File: src/rtl/bmrf_fifo.sv
// Four-entry word queue between the front and back parts.
module bmrf_fifo #(
  parameter int unsigned DW = 8
) (
  input  logic          clk_i,
  input  logic          rst_ni,
  input  logic          push_i,
  input  logic [DW-1:0] wdata_i,
  output logic          full_o,
  input  logic          pop_i,
  output logic [DW-1:0] rdata_o,
  output logic          empty_o
);
  logic [DW-1:0] mem_q [4];
  logic [1:0]    wptr_q, rptr_q;
  logic [2:0]    cnt_q;

  assign full_o  = (cnt_q == 3'd4);
  assign empty_o = (cnt_q == 3'd0);
  assign rdata_o = mem_q[rptr_q];

  always_ff @(posedge clk_i) begin
    if (push_i) begin
      mem_q[wptr_q] <= wdata_i;
    end
  end

  always_ff @(posedge clk_i or negedge rst_ni) begin
    if (!rst_ni) begin
      wptr_q <= '0;
      rptr_q <= '0;
      cnt_q  <= '0;
    end else begin
      if (push_i) wptr_q <= wptr_q + 2'd1;
      if (pop_i)  rptr_q <= rptr_q + 2'd1;
      if (push_i && !pop_i)      cnt_q <= cnt_q + 3'd1;
      else if (pop_i && !push_i) cnt_q <= cnt_q - 3'd1;
    end
  end
endmodule

File: config.mk
export PLATFORM = sky130hd
export DESIGN_NAME = bmrf_fifo
export DESIGN_NICKNAME = d
export VERILOG_FILES = /design/src/rtl/bmrf_fifo.sv
export SDC_FILE = /design/constraint.sdc
export NUM_CORES = 1
export LEC_CHECK = 0
export ABC_AREA = 1
export BUFFER_PORTS_ARGS = -buffer_cell sky130_fd_sc_hd__buf_2
export CAP_MARGIN = 5
export CORE_MARGIN = 2
export CORE_UTILIZATION = 55
export DETAILED_ROUTE_END_ITERATION = 16
export HOLD_SLACK_MARGIN = 0.02
export PLACE_DENSITY_LB_ADDON = 0.3
export SYNTH_ARGS = -nofsm -noshare
export SYNTH_HDL_FRONTEND = slang
export SYNTH_SLANG_ARGS = --single-unit
File: constraint.sdc
create_clock -name clk_i -period 3.7 [get_ports clk_i]
set_input_delay 0.37 -clock clk_i [delete_from_list [all_inputs] [get_ports clk_i]]
set_output_delay 0.37 -clock clk_i [all_outputs]
set_load 0.02 [all_outputs]
==> out/summary.txt, run 1 <==
FINISH
-----------------------------------------------------------------------------
Layout Area Growth over Synthesis                                       8.80%
# fillers                                                                 265
Final nets                                                                182
Number of inserted diodes                                                   0
Share of layout cells above drive strength 1                            17.0%
Non-Filler Instances                                                      198

TIMING
-----------------------------------------------------------------------------
Setup-failing EPs final                                                     0
Setup repair after global routing missed its margin                        no
Maximum clock rate                                                    456 MHz
Clock skew after layout                                            0.00804 ns
Min Tclk post-route                                                   2.19 ns
Normalized max-slew margin                                              34.5%
Transition time at the pin with the least slew margin                0.982 ns
TNS Setup                                                                0 ns
Final number of hold-violating endpoints                                    0
Max Slew Vio Count                                                          0
Post-route clock period utilization                                     59.3%

POWER
-----------------------------------------------------------------------------
Pwr Density                                                        746 nW/um2
Part of the power in registers                                          50.7%
Combinational share of power                                            35.1%
Static leakage                                                       0.835 nW
Clock power frac                                                        14.2%
Internal                                                           0.000841 W
Switching share of total power                                          39.3%
Sw power                                                           0.000545 W
Maximum vdd ir drop                                                  0.427 mV

DIE
-----------------------------------------------------------------------------
Count of boundary I/O pins                                                 22
Number of standard-cell rows in the floorplan                              20
Core ar.                                                             3000 um2
Starting utilization of the core area                                   56.8%
Overall die height                                                    59.7 um
Die outline area                                                     3560 um2
Horizontal die dimension                                              59.7 um

CLOCKING
-----------------------------------------------------------------------------
Clock tree from TritonCTS                                               built
Depth of the CTS H-tree                                                     2
Count of clock tree sinks                                                  39
Worst skew pair latency                                               0.33 ns
CTS resizes                                                                 0
Post CTS Setup Buffer Count                                                 0
Cell at the root of the clock tree                               sky130_fd_sc_hd__clkbuf_4
CTS Hold Buffers Added                                                      1
Number of buffers created by CTS                                            5
Maximum root-to-sink buffer count                                           2
Clk slew on worst S/H paths                                           0.11 ns

YOSYS
-----------------------------------------------------------------------------
Netlist cell types                                                         18
Mean post-synth cell area                                            12.1 um2
Leading area contributor after synthesis                         sky130_fd_sc_hd__edfxtp_1
Portion of the post-synthesis area used by sequential elements          66.6%
Post-Syn Area                                                        1710 um2
EDFF count, synth                                                          32
Net count of the mapped netlist                                           159
Warning count from the yosys run                                            0
Main area contributors after synthesis                           sky130_fd_sc_hd__edfxtp_1, sky130_fd_sc_hd__dfrtp_1, sky130_fd_sc_hd__nand2_1
Synthesized instance count                                                141
Most used standard cells in the synthesized netlist              sky130_fd_sc_hd__nand2_1, sky130_fd_sc_hd__edfxtp_1, sky130_fd_sc_hd__inv_1, sky130_fd_sc_hd__o211ai_1, sky130_fd_sc_hd__dfrtp_1
Library cell with the highest instance count after synthesis     sky130_fd_sc_hd__nand2_1
Number of synthesized register bits                                        39
Share of the synthesized area in the top cell type                      56.3%
Dominant synthesized flop cell                                   sky130_fd_sc_hd__edfxtp_1
Async set-or-reset flop fraction in the synthesized netlist             17.9%

GLOBAL ROUTING
-----------------------------------------------------------------------------
Via count of the first global-routing pass                                996
Global-route met1 utilization                                           22.9%
Met2 routing resource usage after global routing                        28.9%
Met3 layer usage reported by global route                               4.55%
Initial antenna violation count                                             0
Maximum number of pins on one net before global-route repair               35
Wire length of the first global-routing pass                          4.49 mm
GRT busiest layer                                                        met2
GRT Overall Usage                                                       18.1%
Remaining global-route overflow                                             0

ROUTING
-----------------------------------------------------------------------------
Number of antenna-violating nets in the routed design                       0
DR vias                                                                  1003
Pre-antenna DRT Iters                                                       4
Starting DRC count in detailed routing                                     32
Overall routed net length                                             2.67 mm
Detailed-route wire length per cell                                   13.5 um
Number of remaining DRC errors                                              0
Via-per-instance ratio                                                   5.07

PLACED DESIGN
-----------------------------------------------------------------------------
PortBufs                                                                   21
Estimated wirelength of the detail-placed design                      1.78 mm
Placed cell count                                                         189
Global placer's final weighted congestion                               0.771

SETUP PATH
-----------------------------------------------------------------------------
Peak fanout along the critical path                                        34
Critical Setup Path Class                                          reg -> out
WP data arrival                                                       1.82 ns
Setup crit end kind                                                output pin
Data required, critical path                                          3.33 ns
Kind of launch point of the worst setup path                         register

HOLD PATH
-----------------------------------------------------------------------------
Kind of path behind the tightest hold check                         in -> reg

OUTCOME
-----------------------------------------------------------------------------
Outcome                                                             completed

RUN
-----------------------------------------------------------------------------
Max_cap viols                                                               0

sequential cells by signal (all words and copies together), names as in the netlist:
signal / cells
wptr_q: 2
mem_q: 32
rptr_q: 2
cnt_q: 3
cell families (layout without fill, tap and decap cells):
family                     count (synthesis)  count (layout)  synth area share [%]
AOI/OAI and AO/OA                         17              17                  7.62
xor gates and xnor gates                   4               4                  2.05
adders and majority gates                  6               6                  4.84
buffers and inverters                     34              58                  9.53
DFF                                       39              39                  66.6
and+or+nand+nor                           41              41                  9.38
per-stage QoR:
stage | total power [W] | hold WS (ns) | worst slack [ns] | cell area, um2 | utilization [%]
2_1_floorplan | 0.00109 | 0.0744 | 2.38 | 1710 | -
3_3_place_gp | 0.00117 | 0.210 | 1.94 | 1800 | 59.9
3_5_place_dp | 0.00121 | 0.219 | 1.83 | 1800 | 59.9
4_1_cts | 0.00140 | 0.222 | 1.46 | 1860 | 61.8
5_1_grt | 0.00150 | 0.226 | 1.27 | 1860 | 61.8
6_report | 0.00139 | 0.239 | 1.51 | 1860 | 61.8
worst max-delay path: stages (launching register included):
cell	delay (ns)
sky130_fd_sc_hd__dfrtp_1	1.00
sky130_fd_sc_hd__nand2_1	0.14
sky130_fd_sc_hd__o211ai_1	0.13
sky130_fd_sc_hd__nand2_1	0.07
sky130_fd_sc_hd__buf_2	0.16
final cells by class:
type                    instances  area, um2  share of cell area [%]
multi-input cells              68        408                    22.0
well taps                      33       41.3                    2.22
repair buffers                 22        115                    6.20
flip-flops and latches         39       1140                    61.2
clock buffers                   8       48.8                    2.63
inverters                      28        108                    5.80
layer usage:
metal,share of wire [%],wire length (um),vias up
met5,0,0,-
met4,0.56,15,0
met3,4.1,108,2
met2,52,1400,19
met1,43,1140,471
li1,-,-,511
power groups by stage:
stage / sequential [W] / clock, W / combinational (W)
after floorplan: 0.000635 / 0 / 0.000453
after global placement: 0.000705 / 0 / 0.000470
after detailed placement: 0.000714 / 0 / 0.000492
after CTS: 0.000704 / 0.000205 / 0.000493
after global routing: 0.000723 / 0.000222 / 0.000553
final: 0.000702 / 0.000197 / 0.000486
cells in the final DEF, fill, tap and decap left out:
cell type / Yosys / layout
sky130_fd_sc_hd__xnor2_1: 1 / 1
sky130_fd_sc_hd__dfrtp_1: 7 / 7
sky130_fd_sc_hd__nand4_1: 1 / 1
sky130_fd_sc_hd__inv_4: 1 / 1
sky130_fd_sc_hd__o211ai_1: 15 / 15
sky130_fd_sc_hd__edfxtp_1: 32 / 32
sky130_fd_sc_hd__o21ai_1: 1 / 1
sky130_fd_sc_hd__clkbuf_4: 0 / 5
sky130_fd_sc_hd__ha_1: 5 / 5
sky130_fd_sc_hd__dlygate4sd3_1: 0 / 1
sky130_fd_sc_hd__nor3_1: 2 / 2
sky130_fd_sc_hd__inv_1: 27 / 27
sky130_fd_sc_hd__nand2_1: 37 / 37
sky130_fd_sc_hd__fa_1: 1 / 1
sky130_fd_sc_hd__o211ai_2: 1 / 1
sky130_fd_sc_hd__buf_2: 1 / 21
sky130_fd_sc_hd__xor2_1: 3 / 3
sky130_fd_sc_hd__nand3_1: 1 / 1
sky130_fd_sc_hd__clkbuf_1: 0 / 3
final timing paths:
path / slack [ns] / to / cells past startpoint / start
worst min-delay path: 0.24 / mem_q[1][2] / 1 / wdata_i[2]
worst max register to register: 2.26 / rptr_q[1] / 2 / rptr_q[0]
worst min register to register: 0.54 / wptr_q[0] / 1 / wptr_q[0]
max in group asynchronous: 3.13 / rptr_q[1] / 2 / rst_ni
worst max-delay path: 1.51 / rdata_o[1] / 4 / rptr_q[0]
min in group asynchronous: 0.40 / wptr_q[0] / 2 / rst_ni
(Power assumes the default switching activity.)
==> run 2, diff against run 1 <==
--- a/config.mk
+++ b/config.mk
@@ -5,7 +5,7 @@
 export SDC_FILE = /design/constraint.sdc
 export NUM_CORES = 1
 export LEC_CHECK = 0
-export ABC_AREA = 1
+export ABC_AREA = 0
 export BUFFER_PORTS_ARGS = -buffer_cell sky130_fd_sc_hd__buf_2
 export CAP_MARGIN = 5
 export CORE_MARGIN = 2
==> constraint.sdc (replaced) <==
create_clock -name clk_i -period 2.1 [get_ports clk_i]
set_input_delay 0.21 -clock clk_i [delete_from_list [all_inputs] [get_ports clk_i]]
set_output_delay 0.21 -clock clk_i [all_outputs]
set_load 0.02 [all_outputs]
==> run 2 against run 1 <==
Sequential power up 67%. Utilization is 3.6 points higher. Sequential cell count did not move. Worst hold slack lost 0.16 ns.
==> out/summary.txt, run 2 <==
HOLD PATH
----------------------------------------------------------------------------------
Kind of path behind the tightest hold check                              in -> reg   unchanged
Worst hold path stage count                                                      2   was 1
Min-Delay Endpoint                                                       rptr_q[0]   was mem_q[1][2]
Hold Path Origin                                                             pop_i   was wdata_i[2]

SETUP PATH
----------------------------------------------------------------------------------
Setup slack on the worst flop-to-flop path                                 0.69 ns   was 2.26 ns
Worst R2R End                                                          mem_q[1][7]   was rptr_q[1]
Kind of launch point of the worst setup path                              register   unchanged
Peak fanout along the critical path                                              6   was 34
Setup crit end kind                                                     output pin   unchanged
Data required, critical path                                               1.89 ns   was 3.33 ns
WP data arrival                                                            1.76 ns   was 1.82 ns
Register-to-Register Path Depth                                                  3   was 2
Critical Setup Path Class                                               reg -> out   unchanged
Reg2reg start                                                            wptr_q[1]   was rptr_q[0]

DIE
----------------------------------------------------------------------------------
Count of boundary I/O pins                                                      22   unchanged
Horizontal die dimension                                                   57.0 um   was 59.7 um
Overall die height                                                         57.0 um   was 59.7 um
Die outline area                                                          3250 um2   was 3560 um2
Starting utilization of the core area                                        57.1%   was 56.8%
Number of standard-cell rows in the floorplan                                   19   was 20
Core ar.                                                                  2710 um2   was 3000 um2

YOSYS
----------------------------------------------------------------------------------
Number of synthesized register bits                                             39   unchanged
Mean post-synth cell area                                                 20.4 um2   was 12.1 um2
Warning count from the yosys run                                                 0   unchanged
Post-Syn Area                                                             1550 um2   was 1710 um2
Async set-or-reset flop fraction in the synthesized netlist                  17.9%   unchanged
Share of the synthesized area in the top cell type                           62.1%   was 56.3%
Netlist cell types                                                              17   was 18
Most used standard cells in the synthesized netlist                   sky130_fd_sc_hd__edfxtp_1, sky130_fd_sc_hd__mux4_2, sky130_fd_sc_hd__dfrtp_1, sky130_fd_sc_hd__ha_1   was sky130_fd_sc_hd__nand2_1, sky130_fd_sc_hd__edfxtp_1, sky130_fd_sc_hd__inv_1, sky130_fd_sc_hd__o211ai_1, sky130_fd_sc_hd__dfrtp_1
Leading area contributor after synthesis                              sky130_fd_sc_hd__edfxtp_1   unchanged
Portion of the post-synthesis area used by sequential elements               73.4%   was 66.6%
Dominant synthesized flop cell                                        sky130_fd_sc_hd__edfxtp_1   unchanged
Synthesized instance count                                                      76   was 141
Library cell with the highest instance count after synthesis          sky130_fd_sc_hd__edfxtp_1   was sky130_fd_sc_hd__nand2_1
Net count of the mapped netlist                                                 94   was 159
Main area contributors after synthesis                                sky130_fd_sc_hd__edfxtp_1, sky130_fd_sc_hd__mux4_2, sky130_fd_sc_hd__dfrtp_1   was sky130_fd_sc_hd__edfxtp_1, sky130_fd_sc_hd__dfrtp_1, sky130_fd_sc_hd__nand2_1
EDFF count, synth                                                               32   unchanged

FINISH
----------------------------------------------------------------------------------
Register bank with the most flops                                            mem_q   unchanged
Final nets                                                                     122   was 182
# fillers                                                                      210   was 265
Flip-flop count of the largest register, all copies and words added             32   unchanged
Registers with the highest flip-flop counts                           mem_q (32), cnt_q (3)   unchanged
Share of layout cells above drive strength 1                                 37.1%   was 17.0%
Layout Area Growth over Synthesis                                            14.6%   was 8.80%
Number of inserted diodes                                                        0   unchanged
Commonest non-fill, non-tap cell in the layout                        sky130_fd_sc_hd__edfxtp_1   was sky130_fd_sc_hd__nand2_1
Non-Filler Instances                                                           136   was 198
Most frequent cells in the layout                                     sky130_fd_sc_hd__edfxtp_1, sky130_fd_sc_hd__buf_2, sky130_fd_sc_hd__mux4_2   was sky130_fd_sc_hd__nand2_1, sky130_fd_sc_hd__edfxtp_1, sky130_fd_sc_hd__inv_1

ROUTING
----------------------------------------------------------------------------------
Number of remaining DRC errors                                                   0   unchanged
Pre-antenna DRT Iters                                                            4   unchanged
Starting DRC count in detailed routing                                          14   was 32
Detailed-route wire length per cell                                        16.3 um   was 13.5 um
Via-per-instance ratio                                                        5.36   was 5.07
Number of antenna-violating nets in the routed design                            0   unchanged
Overall routed net length                                                  2.22 mm   was 2.67 mm
DR vias                                                                        729   was 1003

GLOBAL ROUTING
----------------------------------------------------------------------------------
Via count of the first global-routing pass                                     753   was 996
GRT Overall Usage                                                            16.5%   was 18.1%
Wire length of the first global-routing pass                               3.62 mm   was 4.49 mm
Remaining global-route overflow                                                  0   unchanged
Maximum number of pins on one net before global-route repair                    14   was 35
Initial antenna violation count                                                  0   unchanged

CLOCKING
----------------------------------------------------------------------------------
Cell at the root of the clock tree                                    sky130_fd_sc_hd__clkbuf_4   unchanged
Clock tree from TritonCTS                                                    built   unchanged
Post CTS Setup Buffer Count                                                      0   unchanged
Number of buffers created by CTS                                                 5   unchanged
Count of clock tree sinks                                                       39   unchanged
Maximum root-to-sink buffer count                                                2   unchanged
Depth of the CTS H-tree                                                          2   unchanged
Worst skew pair latency                                                    0.34 ns   was 0.33 ns
Clk slew on worst S/H paths                                                0.11 ns   about the same
CTS resizes                                                                      0   unchanged

RUN
----------------------------------------------------------------------------------
Max_cap viols                                                                    0   unchanged

POWER
----------------------------------------------------------------------------------
Pwr Density                                                            1360 nW/um2   was 746 nW/um2
Static leakage                                                            0.677 nW   was 0.835 nW
Maximum vdd ir drop                                                        1.05 mV   was 0.427 mV
Design Power                                                             0.00242 W   was 0.00139 W

TIMING
----------------------------------------------------------------------------------
Worst hold margin                                                        0.0744 ns   was 0.239 ns
Min Tclk post-route                                                        1.97 ns
TNS Setup                                                                     0 ns   unchanged
Clock skew after layout                                                  0.0116 ns   was 0.00804 ns
Normalized max-slew margin                                                   69.6%   was 34.5%
Transition time at the pin with the least slew margin                     0.456 ns   was 0.982 ns
Final number of hold-violating endpoints                                         0   unchanged
Max Slew Vio Count                                                               0   unchanged
Setup repair after global routing missed its margin                             no   unchanged
Setup-failing EPs final                                                          0   unchanged
Maximum clock rate                                                         508 MHz
Post-route clock period utilization                                          93.7%

PLACED DESIGN
----------------------------------------------------------------------------------
PortBufs                                                                        21   unchanged
Estimated wirelength of the detail-placed design                           1.53 mm   was 1.78 mm
Placed cell count                                                              127   was 189
Global placer's final weighted congestion                                    0.644   was 0.771

OUTCOME
----------------------------------------------------------------------------------
Outcome                                                                  completed   unchanged

==> run 2: worst max-delay path, stage by stage, from the launching register on <==
cell and delay [ns]:
sky130_fd_sc_hd__dfrtp_1 0.49, sky130_fd_sc_hd__buf_4 0.23, sky130_fd_sc_hd__mux4_2 0.52, sky130_fd_sc_hd__buf_2 0.18
==> run 2: worst max path at each step <==
stage	cells after the start	startpoint	end	slack, ns
floorplan	4	cnt_q[0]	cnt_q[2]	0.78
global placement	3	rptr_q[0]	rdata_o[7]	0.53
detailed placement	3	rptr_q[0]	rdata_o[7]	0.50
CTS	3	rptr_q[0]	rdata_o[7]	0.09
global route	3	rptr_q[0]	rdata_o[7]	0.002
finish	3	rptr_q[0]	rdata_o[7]	0.13
==> run 2: cell type report <==
type                       instances  area, um2  share of cell area (%)
clock inverter                     3       43.8                    2.47
inverter                           4       15.0                   0.846
tap                               31       38.8                    2.19
multi-input combinational         31        380                    21.4
sequential                        39       1140                    64.0
clock buffer                       5       37.5                    2.12
timing repair buffer              23        123                    6.91
==> run 2: layer usage <==
metal | track usage, % | up-vias | wire [um]
met1 | 18.9 | 367 | 894
met2 | 26.3 | 19 | 1190
met4 | 6.98 | 0 | 14
li1 | - | 341 | -
met5 | 0 | - | 0
met3 | 8.62 | 2 | 125
==> run 2: cells by family (layout without fill, tap and decap cells) <==
group	count (synthesis)	in the layout	share of synthesized area, %
buffers and inverters	6	35	2.02
DFF	39	39	73.4
and+or+nand+nor	9	9	3.15
adders and majority gates	6	6	5.34
AOI/OAI and AO/OA	1	1	0.323
muxes	9	9	12.4
xor gates and xnor gates	6	6	3.40
==> run 2: power by group <==
part           internal [W]  leakage (nW)  switching (W)  total, W
registers           0.00104         0.376       0.000132   0.00117
logic              0.000357         0.256       0.000401  0.000758
clock network      0.000250        0.0452       0.000242  0.000492
==> run 2: what timing repair did <==
item / in CTS / in global routing
hold buffers: 1 / 0
endpoints found under the hold margin: 7 / 0
setup endpoints to repair: 0 / 0
==> run 2: metrics by stage <==
| stage | utilization (%) | setup slack (ns) | area [um2] |
|---|---|---|---|
| after floorplan | - | 0.784 | 1550 |
| after global placement | 62.1 | 0.531 | 1680 |
| after detailed placement | 62.1 | 0.502 | 1680 |
| after CTS | 65.5 | 0.0937 | 1770 |
| after global routing | 65.5 | 0.00223 | 1770 |
| final | 65.5 | 0.133 | 1770 |
