`config.mk`:
```
export PLATFORM = sky130hd
export DESIGN_NAME = bmrf_front
export DESIGN_NICKNAME = d
export VERILOG_FILES = /design/src/rtl/bmrf_pkg.sv /design/src/rtl/bmrf_front.sv
export SDC_FILE = /design/constraint.sdc
export NUM_CORES = 1
export LEC_CHECK = 0
export BUFFER_PORTS_ARGS = -buffer_cell sky130_fd_sc_hd__buf_2
export CAP_MARGIN = 20
export CORE_ASPECT_RATIO = 1.2
export CORE_MARGIN = 2
export CORE_UTILIZATION = 45
export DETAILED_ROUTE_END_ITERATION = 8
export HOLD_SLACK_MARGIN = 0.08
export SKIP_LAST_GASP = 1
export SLEW_MARGIN = 30
export SYNTH_ARGS = -nofsm -noshare
export SYNTH_HDL_FRONTEND = slang
export SYNTH_SLANG_ARGS = --single-unit
```
`constraint.sdc`:
```
create_clock -name clk_i -period 10.5 [get_ports clk_i]
set_clock_uncertainty 0.1 [all_clocks]
set_input_delay 1.575 -clock clk_i [delete_from_list [all_inputs] [get_ports clk_i]]
set_output_delay 1.575 -clock clk_i [all_outputs]
set_load 0.005 [all_outputs]
```
`src/rtl/bmrf_pkg.sv`:
```
// Shared constants and types for the RGB box mean filter.
package bmrf_pkg;

  localparam int unsigned PIX_W     = 8;
  localparam int unsigned POS_W     = 10;
  localparam int unsigned DIM_W     = 11;
  localparam int unsigned REACH_W   = 2;
  localparam int unsigned CFG_IDX_W = 2;
  localparam int unsigned MAX_ROWS  = 1024;

  typedef enum logic [CFG_IDX_W-1:0] {
    REG_REACH  = 2'd0,
    REG_WIDTH  = 2'd1,
    REG_HEIGHT = 2'd2,
    REG_NONE   = 2'd3
  } cfg_reg_e;

  typedef enum logic [2:0] {
    BK_IDLE,
    BK_SCAN,
    BK_WAIT,
    BK_DIV,
    BK_OUT
  } back_state_e;

endpackage

```
`src/rtl/bmrf_front.sv`:
```
// Front part: takes words, tracks raster positions and decides when a mean is due.
module bmrf_front #(
  parameter int unsigned MAX_REACH = 3,
  parameter int unsigned MAX_WIDTH = 1024,
  parameter int unsigned RCW = $clog2(MAX_REACH + 1),
  parameter int unsigned CW  = $clog2(MAX_WIDTH),
  parameter int unsigned WW  = $clog2(MAX_WIDTH + 1),
  parameter int unsigned RGW = $clog2(2 * MAX_REACH + 2)
) (
  input  logic                          clk_i,
  input  logic                          rst_ni,
  input  logic                          restart_i,
  input  logic [RCW-1:0]                reach_i,
  input  logic [WW-1:0]                 width_i,
  input  logic [bmrf_pkg::DIM_W-1:0]    height_i,
  input  logic                          in_valid_i,
  output logic                          in_stall_o,
  input  logic                          mode_i,
  input  logic                          q_full_i,
  output logic                          q_push_o,
  output logic                          wr_o,
  output logic [CW-1:0]                 wr_col_o,
  output logic [RGW-1:0]                wr_ring_o,
  output logic                          em_o,
  output logic [CW-1:0]                 em_col_o,
  output logic [bmrf_pkg::POS_W-1:0]    em_row_o,
  output logic [RGW-1:0]                em_ring_o,
  output logic                          em_last_o
);
  import bmrf_pkg::*;

  localparam int unsigned XW   = WW + 1;
  localparam int unsigned YW   = DIM_W + 1;
  localparam int unsigned RING = 2 * MAX_REACH + 2;

  logic [CW-1:0]    in_col_q, in_col_d, em_col_q, em_col_d;
  logic [DIM_W-1:0] in_row_q, in_row_d;
  logic [POS_W-1:0] em_row_q, em_row_d;
  logic [RGW-1:0]   in_ring_q, in_ring_d, em_ring_q, em_ring_d;

  logic             accept, wr, em, last;
  logic [CW-1:0]    col_n;
  logic [DIM_W-1:0] row_n;
  logic [RGW-1:0]   ring_n;
  logic [XW-1:0]    ex, xlim, nx, wm1;
  logic [YW-1:0]    ey, ylim, ny, hm1, rown;

  assign accept     = in_valid_i && !q_full_i;
  assign in_stall_o = q_full_i;

  always_comb begin
    wr     = !mode_i && ({1'b0, in_row_q} < {1'b0, height_i});
    col_n  = in_col_q;
    row_n  = in_row_q;
    ring_n = in_ring_q;
    if (wr) begin
      if (XW'(in_col_q) + XW'(1) >= XW'(width_i)) begin
        col_n  = '0;
        row_n  = in_row_q + DIM_W'(1);
        ring_n = (in_ring_q == RGW'(RING - 1)) ? '0 : in_ring_q + RGW'(1);
      end else begin
        col_n = in_col_q + CW'(1);
      end
    end

    ex   = XW'(em_col_q);
    ey   = YW'(em_row_q);
    wm1  = XW'(width_i) - XW'(1);
    hm1  = YW'(height_i) - YW'(1);
    xlim = ex + XW'(reach_i);
    ylim = ey + YW'(reach_i);
    nx   = (xlim > wm1) ? wm1 : xlim;
    ny   = (ylim > hm1) ? hm1 : ylim;
    rown = YW'(row_n);
    em   = (ex <= wm1) && (ey <= hm1) &&
           ((ny < rown) || ((ny == rown) && (nx < XW'(col_n))));
    last = (ex == wm1) && (ey == hm1);

    in_col_d  = col_n;
    in_row_d  = row_n;
    in_ring_d = ring_n;
    em_col_d  = em_col_q;
    em_row_d  = em_row_q;
    em_ring_d = em_ring_q;
    if (em) begin
      if (ex + XW'(1) >= XW'(width_i)) begin
        em_col_d  = '0;
        em_row_d  = em_row_q + POS_W'(1);
        em_ring_d = (em_ring_q == RGW'(RING - 1)) ? '0 : em_ring_q + RGW'(1);
      end else begin
        em_col_d = em_col_q + CW'(1);
      end
    end
    // frame done: every counter back to the origin
    if (em && last) begin
      in_col_d  = '0;
      in_row_d  = '0;
      in_ring_d = '0;
      em_col_d  = '0;
      em_row_d  = '0;
      em_ring_d = '0;
    end
  end

  always_ff @(posedge clk_i or negedge rst_ni) begin
    if (!rst_ni) begin
      in_col_q  <= '0;
      in_row_q  <= '0;
      in_ring_q <= '0;
      em_col_q  <= '0;
      em_row_q  <= '0;
      em_ring_q <= '0;
    end else if (restart_i) begin
      in_col_q  <= '0;
      in_row_q  <= '0;
      in_ring_q <= '0;
      em_col_q  <= '0;
      em_row_q  <= '0;
      em_ring_q <= '0;
    end else if (accept) begin
      in_col_q  <= in_col_d;
      in_row_q  <= in_row_d;
      in_ring_q <= in_ring_d;
      em_col_q  <= em_col_d;
      em_row_q  <= em_row_d;
      em_ring_q <= em_ring_d;
    end
  end

  assign q_push_o  = accept && (wr || em);
  assign wr_o      = wr;
  assign wr_col_o  = in_col_q;
  assign wr_ring_o = in_ring_q;
  assign em_o      = em;
  assign em_col_o  = em_col_q;
  assign em_row_o  = em_row_q;
  assign em_ring_o = em_ring_q;
  assign em_last_o = last;
endmodule

```
==> out/metrics.csv, run 1 <==
metric;value;unit
ys_seq_elements;47;
finalCritPeriodShare;81.9;%
ys_async_sr_fraction;100;%
track_usage;23.7;%
die_area;0.0142;mm²
ys_seq_area_share;19.7;%
max_freq;116;MHz
routed_via_density;5.85;
syn_inst;736;
whs_path_depth;1;
grt_max_degree;48;
maxSlewHeadroom;47.4;%
routedWlPerCell;17.1;µm
place_area;0.00643;mm²
synth_top_area_share;22.2;%
synth_fp_nets;874;
nets;923;
firstDrtPassIters;4;
cts.sinks;47;
period_minus_slack;8600;ps
chipHeight;130;µm
stdcell_area;0.00657;mm²
worst_setup_path_end_kind;output pin;
slowest_delay;630;ps
worst_hold_path_type;reg -> reg;
rr_worst_depth;21;
drt_iter0_drc;262;
hold_start;wr_ring_o[0];
antenna_found_initial;0;
cts_hold_buf;0;
place_ws;1950;ps
ir_drop;0.0000514;V
row_count;46;
clk_pin_slew;60;ps
ctsResizeCount;0;
cts.path.max_buffers;2;
hpwl;13300;µm
drv_cap;0;
rsz0062_at_grt;no;
finalSetupTns;0;ps
met3_usage;2.10;%
crit_path_cell_trace;buf_2 -> ha_1 -> fa_1 -> nand3_1 -> nor2_1 -> xor2_1 -> ha_1 -> nand2_1 -> or2_2 -> a21oi_1 -> o21ai_0 -> maj3_4 -> o22ai_2 -> nor2_1 -> a21oi_1 -> ha_1 -> a211oi_1 -> nand2_1 -> or4_1 -> a21oi_1 -> a211o_1 -> nand3_1 -> a21oi_1 -> buf_2;
cpMostUsedCell;a21oi_1;
n_antenna_cell;0;
synth-edff-count;0;
cts_setup_buffers;0;
grt_pass1_wl;26800;µm
multi_input_area;0.00453;mm²
grt_overflow;0;
p_leak;3.24;nW
hold_slack;418;ps
ys.flop_type;dfrtp_1;
setup_viol;0;
io_pins;71;
crit_fanout;20;
cts_buffers;5;
outcome;finished, final reports clean;
final_cells;954;
dp_cells;946;
power_density;92.8;mW/mm²
regToRegStartpoint;wr_col_o[0];
ant_nets;0;
ys_top_cells_by_area;ha_1, dfrtp_1, xnor2_1;
yosysUniqueCellTypes;67;
cts_tree;built;
use_met2;41.9;%
core-area;0.0131;mm²
fillers;1302;
layout-drive-gt1-share;12.6;%
slowest_stage;o22ai_2;
worst_pin_slew;787;ps
vias;5585;
routed_wl;16300;µm
hold_violations;0;
start_kind;input pin;
crit_required;8830;ps
drcViolationCount;0;
htree_levels;2;
critPathArrivalTime;6920;ps
use_met1;30.2;%
cts_root_buffer;clkbuf_16;
gp_congestion;0.984;
cp_num_buf_inv;2;
grt_most_used_layer;met2;
postSynthAreaPerCell;8.13;µm²
synth_top_area_cell;ha_1;
start_util;45.6;%
synth_area;0.00598;mm²
grt_pass1_vias;5497;
r2r_end;in_row_q[3];
r2r_slack;3170;ps
crit_type;in -> out;
hold_end;wr_ring_o[0];
seq_area;0.00118;mm²
yosysWarnings;0;
dieWidth;109;µm
numPortBuffers;70;
insertion_delay;290;ps
finalWorstSetupSlack;1900;ps
areaGrowthSynthToFinish;9.81;%
crit_family;compound AO/OA/AOI/OAI gates;
drv_slew;0;
==> cell families (layout without fill, tap and decap cells) <==
| kind of cell | count (synthesis) | count (layout) | share of synthesized area (%) |
|---|---|---|---|
| simple gates | 252 | 252 | 20.8 |
| flops | 47 | 47 | 19.7 |
| fa+ha+maj | 110 | 110 | 23.2 |
| xor+xnor | 61 | 61 | 9.37 |
| compound gates | 190 | 190 | 21.0 |
| buf+inv | 70 | 120 | 4.98 |
| mux | 6 | 6 | 1.02 |
==> state kept, by name, indices dropped and copies added (netlist names) <==
name and cells:
in_row_q 11, em_col_o 10, em_row_o 10, wr_col_o 10, em_ring_o 3, wr_ring_o 3
==> power breakdown <==
group          total [W]  leakage (nW)  switching (W)  internal (W)
Sequential      0.000209         0.649      0.0000206      0.000189
Combinational   0.000244          2.53       0.000138      0.000105
Clock           0.000157        0.0679      0.0000685     0.0000882
==> cell usage in the layout, fill, tap and decap left out, types with 4 or more instances in the layout <==
cell type / netlist / routed
a31oi_1: 4 / 4
a22o_1: 6 / 6
clkbuf_16: 0 / 5
nor3_1: 17 / 17
nand4_1: 18 / 18
a21o_1: 11 / 11
a22oi_1: 6 / 6
nor2b_1: 13 / 13
xor2_1: 21 / 21
or3_1: 4 / 4
dfrtp_1: 47 / 47
nor4_1: 5 / 5
nand3_1: 29 / 29
inv_1: 39 / 39
xnor2_1: 38 / 38
and3_1: 7 / 7
mux2i_1: 5 / 5
nor3b_1: 7 / 7
o21a_1: 19 / 19
ha_1: 106 / 106
nand2_1: 59 / 59
buf_2: 4 / 70
a21oi_1: 57 / 57
o21ai_1: 13 / 12
nand2b_1: 8 / 8
nor2_1: 71 / 71
o21ai_0: 31 / 31
a211oi_1: 7 / 6
a211o_1: 8 / 8
==> layout make-up <==
type	count	share of cell area, %
well taps	168	3.20
clock inverters	1	0.0762
multi-input cells	619	68.9
repair buffers	73	5.68
flip-flops and latches	47	17.9
inverters	39	2.23
clock buffers	7	2.02
==> cells in the mapped netlist (3+ instances only) <==
| cell | n |
|---|---|
| a211o_1 | 8 |
| o211ai_1 | 3 |
| a221oi_1 | 3 |
| mux2i_1 | 5 |
| ha_1 | 106 |
| clkbuf_1 | 21 |
| buf_6 | 3 |
| nand2b_1 | 8 |
| nand3_1 | 29 |
| xor2_1 | 21 |
| o21a_1 | 19 |
| nor4_1 | 5 |
| a211oi_1 | 7 |
| dfrtp_1 | 47 |
| a22o_1 | 6 |
| or3_1 | 4 |
| nand4_1 | 18 |
| nand2_1 | 59 |
| a22oi_1 | 6 |
| nor2b_1 | 13 |
| and3_1 | 7 |
| nor2_1 | 71 |
| a21o_1 | 11 |
| xnor2_1 | 38 |
| nor3_1 | 17 |
| a21oi_1 | 57 |
| nor3b_1 | 7 |
| or4_4 | 3 |
| o21ai_1 | 13 |
| o21ai_0 | 31 |
| buf_2 | 4 |
| a31oi_1 | 4 |
| inv_1 | 39 |
==> layer usage <==
layer / up-vias / share of wire [%]
li1: 2767 / -
met1: 2660 / 43
met2: 124 / 51
met3: 34 / 3.6
met4: 0 / 2.9
met5: - / 0
==> how the worst max path moves through the flow <==
| stage | depth (start not counted) | start | slack, ps | to |
|---|---|---|---|---|
| after floorplan | 23 | reach_i[0] | 2730 | q_push_o |
| after global placement | 24 | reach_i[0] | 2140 | q_push_o |
| after detailed placement | 24 | reach_i[0] | 1950 | q_push_o |
| after CTS | 24 | reach_i[0] | 1930 | q_push_o |
| after global routing | 24 | reach_i[0] | 1440 | q_push_o |
| final | 24 | reach_i[0] | 1900 | q_push_o |
==> stage by stage <==
stage / total power [W] / util (%)
3_3_place_gp: 0.000445 / 48.9
2_1_floorplan: 0.000379 / -
5_1_grt: 0.000656 / 50.1
6_report: 0.000610 / 50.1
4_1_cts: 0.000615 / 50.1
3_5_place_dp: 0.000455 / 49.0
No activity file was read; power rests on OpenSTA's default activity.
==> run 2: changes to the inputs <==
--- a/config.mk
+++ b/config.mk
@@ -5,6 +5,7 @@
 export SDC_FILE = /design/constraint.sdc
 export NUM_CORES = 1
 export LEC_CHECK = 0
+export ABC_AREA = 1
 export BUFFER_PORTS_ARGS = -buffer_cell sky130_fd_sc_hd__buf_2
 export CAP_MARGIN = 20
 export CORE_ASPECT_RATIO = 1.2
@@ -12,6 +13,7 @@
 export CORE_UTILIZATION = 45
 export DETAILED_ROUTE_END_ITERATION = 8
 export HOLD_SLACK_MARGIN = 0.08
+export PLACE_DENSITY = 0.67
 export SKIP_LAST_GASP = 1
 export SLEW_MARGIN = 30
 export SYNTH_ARGS = -nofsm -noshare
==> constraint.sdc (replaced) <==
create_clock -name clk_i -period 7.7 [get_ports clk_i]
set_clock_uncertainty 0.1 [all_clocks]
set_input_delay 1.155 -clock clk_i [delete_from_list [all_inputs] [get_ports clk_i]]
set_output_delay 1.155 -clock clk_i [all_outputs]
set_load 0.005 [all_outputs]
==> run 2 against run 1 <==
Effect of this change: global-route usage decreased by 1.5 points; final area increased by 3.4%; sequential share of layout area decreased by 0.59 points; die area increased by 2.8%; register-to-register slack got worse by 1400 ps; synthesized area increased by 2.9%; hold slack got worse by 5.2 ps; largest power group unchanged.
==> out/metrics.csv, run 2 <==
metric;value;unit;change
grt_overflow;0;;unchanged
synth_compound_gate_area_share;13.4;%;-7.6 points
crit_required;6440;ps;-2390 ps
ys_seq_elements;47;;unchanged
synth_top_area_cell;ha_1;;
drcViolationCount;0;;unchanged
chipHeight;132;µm;+1.4%
clk_pin_slew;70;ps;about the same
utilization;51.1;%;+1.0 points
core-area;0.0133;mm²;+1.3%
crit_type;in -> out;;
ir_drop;0.0000901;V;+75%
cts.path.max_buffers;2;;unchanged
yosysUniqueCellTypes;46;;-31%
synth_adder_area_share;22.2;%;-1.0 points
syn_inst;856;;+16%
worst_hold_path_type;reg -> reg;;
synthSimpleGateAreaFrac;27.6;%;+6.8 points
synth-edff-count;0;;unchanged
period_minus_slack;6620;ps;
max_freq;151;MHz;
cts_tree;built;;
synth_top_area_share;21.5;%;-0.62 points
numPortBuffers;70;;unchanged
slowest_delay;330;ps;-300 ps
cts_setup_buffers;0;;unchanged
cts_root_buffer;clkbuf_16;;
slowest_stage;ha_1;;
hold_violations;0;;unchanged
place_area;0.00663;mm²;+3.1%
p_int;0.000542;W;+42%
cts.sinks;47;;unchanged
row_count;46;;unchanged
start_util;46.3;%;+0.71 points
firstDrtPassIters;5;;+1
drv_slew;0;;unchanged
start_kind;input pin;;
grt_pass1_wl;26900;µm;+0.34%
crit_family;simple AND/OR/NAND/NOR gates;;
finalCritPeriodShare;85.9;%;
areaGrowthSynthToFinish;10.3;%;
p_leak;3.59;nW;+11%
die_area;0.0146;mm²;+2.8%
nets;1055;;+14%
top_register;in_row_q;;
drv_cap;0;;unchanged
track_usage;22.2;%;-1.5 points
grt_pass1_vias;5687;;+3.5%
dieWidth;111;µm;+1.4%
synth_top_family_by_area;simple AND/OR/NAND/NOR gates;;
critPathArrivalTime;5360;ps;-1560 ps
outcome;finished, final reports clean;;
power_density;130;mW/mm²;+40%
ant_nets;0;;unchanged
pwr-share-clk;26.7;%;+1.0 points
ys.flop_type;dfrtp_1;;
crit_fanout;22;;+10%
largest_reg_flops;11;;unchanged
yosysMostFrequentCell;nand2_1;;
synth_fp_nets;994;;+14%
cp_num_buf_inv;3;;+1
final_cell_mix;nand2_1, inv_1, ha_1, nor2_1, buf_2;;
synth-xor-area-share;8.96;%;-0.41 points
htree_levels;2;;unchanged
ys_seq_area_share;19.1;%;-0.55 points
n_antenna_cell;0;;unchanged
cts_buffers;5;;unchanged
finalSetupTns;0;ps;unchanged
p_seq_share;33.3;%;-1.0 points
setup_viol;0;;unchanged
routed_via_density;5.35;;-8.5%
combPwrFrac;40.0;%;about the same
dp_cells;1078;;+14%
io_pins;71;;unchanged
layout-drive-gt1-share;13.6;%;+1.0 points
muxShareOfSynthArea;0;%;-1.0 points
antenna_found_initial;0;;unchanged
ys_top_cells_by_count;nand2_1, inv_1, ha_1, nor2_1, nand3_1;;
yosysWarnings;0;;unchanged
hpwl;12900;µm;-3.2%
maxSlewHeadroom;50.4;%;+3.0 points
rsz0062_at_grt;no;;
ctsResizeCount;0;;unchanged
stdcell_area;0.00679;mm²;+3.4%
final_cells;1086;;+14%
worst_pin_slew;742;ps;-44.7 ps
insertion_delay;300;ps;about the same
worst_setup_path_end_kind;output pin;;
cpMostUsedCell;nor2_1;;
layout_commonest_cell;nand2_1;;
synth_area;0.00616;mm²;+2.9%
vias;5815;;+4.1%
cts_hold_buf;0;;unchanged
ys_top_cells_by_area;ha_1, dfrtp_1, nand2_1;;
routedWlPerCell;14.7;µm;-14%
gp_congestion;0.906;;-8.0%
ys_async_sr_fraction;100;%;unchanged
switching_power;0.000343;W;+51%
swShare;38.7;%;+1.4 points
grt_max_degree;48;;unchanged
postSynthAreaPerCell;7.19;µm²;-12%
drt_iter0_drc;315;;+20%
routed_wl;16000;µm;-2.2%
==> run 2: worst reg2reg max path: cells and delay by family (launching register included) <==
kind	cells	cell delay (ps)
xor+xnor	2	390
fa+ha+maj	2	610
compound gates	2	210
flops	1	440
buf+inv	1	70
simple gates	22	3950
==> run 2: layer usage <==
metal	up-vias	part of all wire, %	global-route usage, %
met1	2661	44	27.6
met4	0	2.9	8.26
met5	-	0	0
li1	2994	-	-
met3	27	3.7	2.62
met2	133	49	39.5
==> run 2: layout make-up <==
class,instances,area [µm²]
clock inverters,1,7.51
well taps,168,210
multi-input cells,674,4440
inverters,116,435
fillers,1398,6500
flip-flops and latches,47,1180
clock buffers,7,153
repair buffers,73,373
==> run 2: power groups by stage <==
| stage | logic (W) | registers, W | clock network [W] |
|---|---|---|---|
| final | 0.000354 | 0.000295 | 0.000236 |
| after global routing | 0.000412 | 0.000299 | 0.000250 |
| after global placement | 0.000351 | 0.000300 | 0 |
| after detailed placement | 0.000354 | 0.000300 | 0 |
| after floorplan | 0.000256 | 0.000291 | 0 |
| after CTS | 0.000357 | 0.000295 | 0.000245 |
==> run 2: final timing paths <==
| kind | slack, ps | from | end | depth (start not counted) |
|---|---|---|---|---|
| max | 1080 | reach_i[1] | q_push_o | 26 |
| max reg2reg | 1800 | wr_col_o[2] | wr_ring_o[0] | 29 |
| min in group asynchronous | 850 | rst_ni | em_row_o[8] | 2 |
| min reg2reg | 410 | em_ring_o[1] | em_ring_o[1] | 2 |
| max in group asynchronous | 6190 | rst_ni | wr_col_o[0] | 2 |
| min | 410 | em_ring_o[1] | em_ring_o[1] | 2 |
==> run 2: logic make-up after synthesis <==
logic type,count (synthesis)
DFF,47
AOI/OAI and AO/OA,134
buffers and inverters,135
and+or+nand+nor,369
adders and majority gates,108
xor gates and xnor gates,63
==> run 2: stage by stage <==
| step | power, W | worst slack [ps] | hold slack (ps) |
|---|---|---|---|
| global route | 0.000961 | 523 | 460 |
| detailed placement | 0.000654 | 1140 | 401 |
| floorplan | 0.000547 | 1660 | 405 |
| finish | 0.000885 | 1080 | 413 |
| global placement | 0.000651 | 1090 | 396 |
| CTS | 0.000898 | 1100 | 417 |
